**config.mk**
```make
export PLATFORM = sky130hd
export DESIGN_NAME = ppw_vp
export DESIGN_NICKNAME = d
export VERILOG_FILES = /design/src/rtl/ppw_pkg.sv /design/src/rtl/ppw_vp.sv
export SDC_FILE = /design/constraint.sdc
export NUM_CORES = 2
export LEC_CHECK = 0
export BUFFER_PORTS_ARGS = -buffer_cell sky130_fd_sc_hd__buf_2
export CAP_MARGIN = 10
export CORE_UTILIZATION = 50
export DETAILED_ROUTE_END_ITERATION = 10
export GPL_ROUTABILITY_DRIVEN = 0
export PLACE_DENSITY = 0.74
export SYNTH_ARGS = -nofsm -noshare
export SYNTH_HDL_FRONTEND = slang
export SYNTH_SLANG_ARGS = --single-unit
```
**constraint.sdc**
```tcl
create_clock -name i_clk -period 11.6 [get_ports i_clk]
set_clock_uncertainty 0.05 [all_clocks]
set_input_delay 1.16 -clock i_clk [delete_from_list [all_inputs] [get_ports i_clk]]
set_output_delay 1.16 -clock i_clk [all_outputs]
set_load 0.02 [all_outputs]
```
**src/rtl/ppw_pkg.sv**
```systemverilog
// Shared types, constants and helpers for the point projection pipeline.
// No dependencies; every rtl module refers to this package by scoped names.
package ppw_pkg;

    localparam int FRAC_BITS   = 16;
    localparam int PW          = 64 - FRAC_BITS;
    localparam int DVW         = 32 + FRAC_BITS;
    localparam int NCOEF       = 32;
    localparam int IDXW        = 5;
    localparam int IN_TDATA_W  = 136;
    localparam int OUT_TDATA_W = 96;
    localparam int CFG_IDX_W   = 4;

    localparam logic OP_WRITE   = 1'b0;
    localparam logic OP_PROJECT = 1'b1;

    localparam logic signed [32:0] ONE_Q     = 33'sh1 << FRAC_BITS;
    localparam logic signed [63:0] SAT_MAX64 = 64'sd2147483647;
    localparam logic signed [63:0] SAT_MIN64 = -64'sd2147483648;
    localparam logic [31:0]        Q_MAX     = 32'h7FFF_FFFF;
    localparam logic [31:0]        Q_MIN     = 32'h8000_0000;

    typedef enum logic [CFG_IDX_W-1:0] {
        CFG_VIEW_X      = 4'd0,
        CFG_VIEW_Y      = 4'd1,
        CFG_VIEW_WIDTH  = 4'd2,
        CFG_VIEW_HEIGHT = 4'd3
    } t_cfg_idx;

    typedef struct packed {
        logic signed [15:0] view_x;
        logic signed [15:0] view_y;
        logic [15:0]        view_width;
        logic [15:0]        view_height;
    } t_vp_cfg;

    function automatic logic signed [31:0] sat32(input logic signed [63:0] v);
        logic signed [31:0] r;
        if (v > SAT_MAX64) begin
            r = Q_MAX;
        end else if (v < SAT_MIN64) begin
            r = Q_MIN;
        end else begin
            r = v[31:0];
        end
        return r;
    endfunction

endpackage

```
**src/rtl/ppw_vp.sv**
```systemverilog
// Viewport and depth mapping of the normalised coordinates, plus output register.
// Uses ppw_pkg for the config struct, constants and saturation.
module ppw_vp (
    input  logic              i_clk,
    input  logic              i_rst_n,
    input  logic              i_en,
    input  logic              i_valid,
    input  logic              i_wzero,
    input  logic [2:0][31:0]  i_ndc,
    input  ppw_pkg::t_vp_cfg  i_cfg,
    output logic              o_valid,
    output logic [2:0][31:0]  o_win,
    output logic              o_ok
);
    localparam int F = ppw_pkg::FRAC_BITS;

    logic               r1_valid, r1_wz;
    logic signed [49:0] r1_mx, r1_my;
    logic signed [32:0] r1_z;

    logic               r2_valid, r2_ok;
    logic [31:0]        r2_win [3];

    logic signed [32:0] w_nx, w_ny, w_nz;
    logic signed [63:0] w_sx, w_sy;

    assign w_nx = 33'($signed(i_ndc[0]));
    assign w_ny = 33'($signed(i_ndc[1]));
    assign w_nz = 33'($signed(i_ndc[2]));

    assign w_sx = 64'(r1_mx >>> 1) + (64'(i_cfg.view_x) <<< F);
    assign w_sy = 64'(r1_my >>> 1) + (64'(i_cfg.view_y) <<< F);

    always_ff @(posedge i_clk) begin
        if (!i_rst_n) begin
            r1_valid <= 1'b0;
            r2_valid <= 1'b0;
        end else if (i_en) begin
            r1_valid <= i_valid;
            r2_valid <= r1_valid;
        end
    end

    always_ff @(posedge i_clk) begin
        if (i_en) begin
            r1_wz <= i_wzero;
            r1_mx <= (w_nx + ppw_pkg::ONE_Q) * $signed({1'b0, i_cfg.view_width});
            r1_my <= (ppw_pkg::ONE_Q - w_ny) * $signed({1'b0, i_cfg.view_height});
            r1_z  <= w_nz + ppw_pkg::ONE_Q;
            r2_ok <= !r1_wz;
            if (r1_wz) begin
                r2_win[0] <= '0;
                r2_win[1] <= '0;
                r2_win[2] <= '0;
            end else begin
                r2_win[0] <= ppw_pkg::sat32(w_sx);
                r2_win[1] <= ppw_pkg::sat32(w_sy);
                r2_win[2] <= ppw_pkg::sat32(64'(r1_z >>> 1));
            end
        end
    end

    assign o_valid = r2_valid;
    assign o_ok    = r2_ok;
    always_comb begin
        for (int l = 0; l < 3; l++) begin
            o_win[l] = r2_win[l];
        end
    end

endmodule

```
-- Word level (Yosys, flattened, before mapping)
Memories as Yosys holds them, arrays and structs flattened.
Cells that the tools add are included.
Widths: inputs -> output; s select.
- output and inout bits: 98
- register bits: 137
- memory bits (writable): 96
- logic and storage cells: 46
- memories: 1
- input port bits: 165
- memories (memory ; depth ; bits a word ; read ports ; clocked after Yosys merged registers in ; write ports ; line ; RTL):
    r2_win ; 3 ; 32 ; 3 ; 0 ; 3 ; ppw_vp.sv:22 ; logic [31:0] r2_win [3];
- $add $sub $neg: 5
- mux-type cells: 21
- $mul: 2
- reduce and logical (&&, ||, !) cells: 1
- $lt $le $gt $ge: 6
- bitwise gates (word level): 3
- operators by type and width (kind ; count):
    $mux 32 ; 15
    $add 49x32->50 ; 2
    $gt 50x32->1 const B ; 2
    $lt 50x32->1 const B ; 2
    $mul 33x17->50 ; 2
    $add 32x18->33 const B ; 2
    $sub 18x32->33 const A ; 1
    $gt 32x32->1 const B ; 1
    $lt 32x32->1 const B ; 1
    $mux 1 ; 6
    $or 1x1->1 ; 3
    $logic_not 1->1 ; 1

-- Longest topological paths before layout
- word-level depth: 7
- gate-level depth with buffers: 36
- mapped depth without buffers: 35

-- Worst setup path after synthesis
Ideal clock, no wire load.
- path type: input-to-reg
- start point: in i_ndc[32] in the netlist's numbering
- end point: reg r1_my[49], data pin
- library setup time: 258 ps
- path slack: 2392 ps
- path buffers: 1
- data required time: 11292 ps
- arrival time: 8901 ps
- stages on the path: 31
- cells stage by stage: nor3_1 nand3_1 nor4_1 nand2_1 o21ai_1 nand2_1 nor4_1 xnor2_1 clkbuf_1 nand2_1 fa_1 fa_1 fa_1 inv_1 fa_1 fa_1 inv_1 fa_1 inv_1 ha_1 a21o_1 a21o_1 a21o_1 a221o_1 a2111o_1 a221oi_1 o41a_1 o21ai_1 nand3_1 a31o_2 xnor2_1
- word-level cells in the longest chain between the ends: 2
- ends and longest elaborated chain (what ; line ; RTL):
    start, declared ; ppw_vp.sv:9 ; input logic [2:0][31:0] i_ndc,
    $sub 18x32->33 ; ppw_vp.sv:48 ; r1_my <= (ppw_pkg::ONE_Q - w_ny) * $signed({1'b0, i_cfg.view_height});
    $mul 33x17->50 ; ppw_vp.sv:48 ;
    end signal, assigned ; ppw_vp.sv:48 ;
    end, declared ; ppw_vp.sv:18 ; logic signed [49:0] r1_mx, r1_my;
Every way passes these cells.
A chain may end at the register's enable or synchronous reset.

-- Final worst setup path
- start point: in i_ndc[32] in the netlist's numbering
- end point: reg r1_my[46], data pin
The elaborated chain is that of the path after synthesis.

==> results.md <==
* Initial antenna violation count at 6
* Dpl cells at about 6600
* Fin util at 0.542
* Clk slew on worst S/H paths at approximately 0.070 ns
* Die X at 316 um
* Avg Vias per Cell at approximately 5.4
* Latest clock arrival within the worst-skew pair at 0.56 ns
* Total grt overflow at 0
* R2R Path End: r2_win[0][60]
* CORE AREA at 97100 sq um
* Synthesized flop and latch total at 230
* Initial DRT Pass Iterations at 8
* Initial Utilization at 0.507
* Via Count at between 30000 and 40000
* WS Path Type: in2reg
* Setup WS pre-CTS at 1.19 ns
* Fmax at 0.0996 GHz
* Hold buffers post-CTS at 0
* TritonCTS clock tree: done
* IO Port Bufs at 261
* Leading area contributor after synthesis: fa_1
* Top cells by area in the synthesized netlist: fa_1 (41%), edfxtp_1 (14%), inv_1 (9.2%)
* Vias in the first global route at 38200
* Status: finished clean
* Post-synthesis async set-or-reset flop share at 0
* Met1 GRT Util at 0.326
* GRT Max-Usage Layer: met2
* Routed WL per cell at around 18 um
* Worst Setup SP: i_ndc[32]
* Resized cells post-CTS at 0
* Rows at 114
* Cell mode on critical path: fa_1
* Post-synth top flop: edfxtp_1
* Hold Vio Cnt, Final at 0
* Unrepaired setup endpoints after global routing: false
* Drc violations at 0
* Met2 usage at 0.421
* Detailed placement HPWL at 93200 um
* Final setup viols at 0
* Die H at 316 um
* Critical path's largest stage delay at 0.58 ns
* Nets at 6852
* Layout area overhead at 6.92%
* First-pass GRT wire length at slightly below 200000 um
* Synth cell types at 84
* Worst-Margin Slew at roughly 1.1 ns
* Post-Syn Instances at 5241
* 1st-iter DRT viols at 2295
* Worst r2r src: r1_my[25]
* Post-route ant nets at 0
* Post-route setup slack at 1.56 ns
* Met3 Use GR at 0.0416
* Post-route insts no fill at 6666
* Final Cycle Share at 0.866
* Die area at 99700 sq um
* Crit path max fanout at 17
* Max-Cap Viols at 0
* Yosys top cell area share at 0.410
* Worst-case clock buffer depth at 3
* Slowest cell on crit path: o31ai_1
* TritonCTS Buffers at 24
* Critical path arrival at about 10 ns
* Post-CTS setup buffers at 0
* EDFF count, synth at between 200 and 250
* Sequential share of the synthesized area at 0.140
* Largest net degree at the start of global routing at 108
* CP endpoint: r1_my[46]
* Total Neg Setup Slack at 0 ns
* Reg2Reg Setup Slack at 6.85 ns
* Yosys warning count at 0
* Share of cells above drive strength 1 at 0.0802
* Hold Crit Class: reg2reg
* Cell area after synthesis at 49200 sq um
* Worst Path Required at about 12 ns
* Clock Sink Count at 230
* R2R depth at 13
* Final WL at 119000 um
* Global Route Usage Sum at 0.246
* CP Launch Type: input port
* CP endpoint kind: flop
* Synth Area per Inst at 9.39 sq um
* Worst slew margin at 0.242
* CTS Root Cell: clkbuf_16
* Final Slew Violations at 0
* Post-layout min period at 10.04 ns
* Syn Nets at between 6000 and 7000
* Number of I/O pins at around 260
* H-Tree Depth at 1
-- cell usage in the layout, fill, tap and decap left out, types with 25 or more instances in the layout --
master       n
inv_1     1206
fa_1      1008
nand2_1    774
and2_1     430
ha_1       307
buf_2      260
edfxtp_1   228
a21oi_1    136
xnor2_1    125
nor2_1     113
a21o_1      91
xor2_1      67
o21ai_0     60
buf_4       47
nand3_1     44
o21ai_1     31
o21ai_2     31
nand2b_1    28
nor3_1      27
o21a_1      25
-- layout make-up --
| cell class | instances | area, sq um |
|---|---|---|
| antenna | 1 | 2.50 |
| clock buffer | 27 | 612 |
| clock inverter | 16 | 163 |
| fill | 8580 | 44500 |
| inverter | 1206 | 4530 |
| multi-input combinational | 3602 | 37200 |
| sequential | 230 | 6890 |
| tap | 1276 | 1600 |
| timing repair buffer | 308 | 1670 |
-- logic make-up after synthesis --
logic type	after synthesis	share of synthesized area
xor+xnor	210	0.0374
flops	230	0.140
buf+inv	1409	0.108
simple gates	1537	0.150
fa+ha+maj	1315	0.488
mux	4	0.000813
compound gates	536	0.0758
-- worst min path at each step --
stage | start | to | slack, ns | cells past startpoint
floorplan | r1_valid | r1_valid | 0.43 | 2
global placement | o_valid | o_valid | 0.44 | 2
detailed placement | r1_z[23] | r2_win[0][86] | 0.45 | 1
CTS | r1_z[23] | r2_win[0][86] | 0.47 | 1
global route | r1_z[22] | r2_win[0][85] | 0.48 | 1
finish | r1_z[23] | r2_win[0][86] | 0.47 | 1
-- metal layers --
layer / part of all wire / wire (um) / up-vias
li1: - / - / 16100
met1: 0.42 / 49500 / 18100
met2: 0.49 / 57800 / 1231
met3: 0.074 / 8750 / 230
met4: 0.023 / 2710 / 6
met5: 0.00035 / 41 / -
-- cells in the mapped netlist, types with 9 or more instances --
cell type and instances:
o21ai_1 31, o21ai_2 31, nand2_1 774, o211ai_1 11, fa_1 1008, o31ai_1 16, xnor2_1 138, clkbuf_1 186
nor3_1 27, nor4_1 14, edfxtp_1 228, and3_1 17, a211oi_1 14, and2_1 430, o21bai_1 22, buf_2 11
o21a_1 25, a21oi_1 136, nand4_1 24, a21o_1 91, nor2b_1 23, o21ai_0 60, inv_1 1206, a31oi_1 16
ha_1 307, nand2b_1 28, or3_1 11, nand3_1 44, xor2_1 72, nor2_1 113, o2111ai_1 9
-- worst max-delay path: cells and delay by family --
| kind | cells | cell delay (ns) |
|---|---|---|
| adder cells (fa/ha/maj) | 8 | 3.73 |
| AND/OR/NAND/NOR | 8 | 2.04 |
| AO/OA/AOI/OAI | 7 | 1.61 |
| buffers and inverters | 8 | 1.20 |
| XOR/XNOR | 2 | 0.53 |
-- sequential cells by signal (all words and copies together) (netlist names) --
signal and flops:
r1_my 49, r2_win 96, o_valid 1, r1_wz 1
r1_mx 49, o_ok 1, r1_valid 1, r1_z 32
-- stage by stage --
step / instance area [sq um] / hold slack, ns
6_report: 52600 / 0.468
5_1_grt: 52600 / 0.476
4_1_cts: 52600 / 0.470
3_5_place_dp: 51900 / 0.454
3_3_place_gp: 51900 / 0.445
2_1_floorplan: 49200 / 0.432
Power is not shown: default switching activity piles up to over one toggle a cycle in this logic, so the estimate is an artifact.
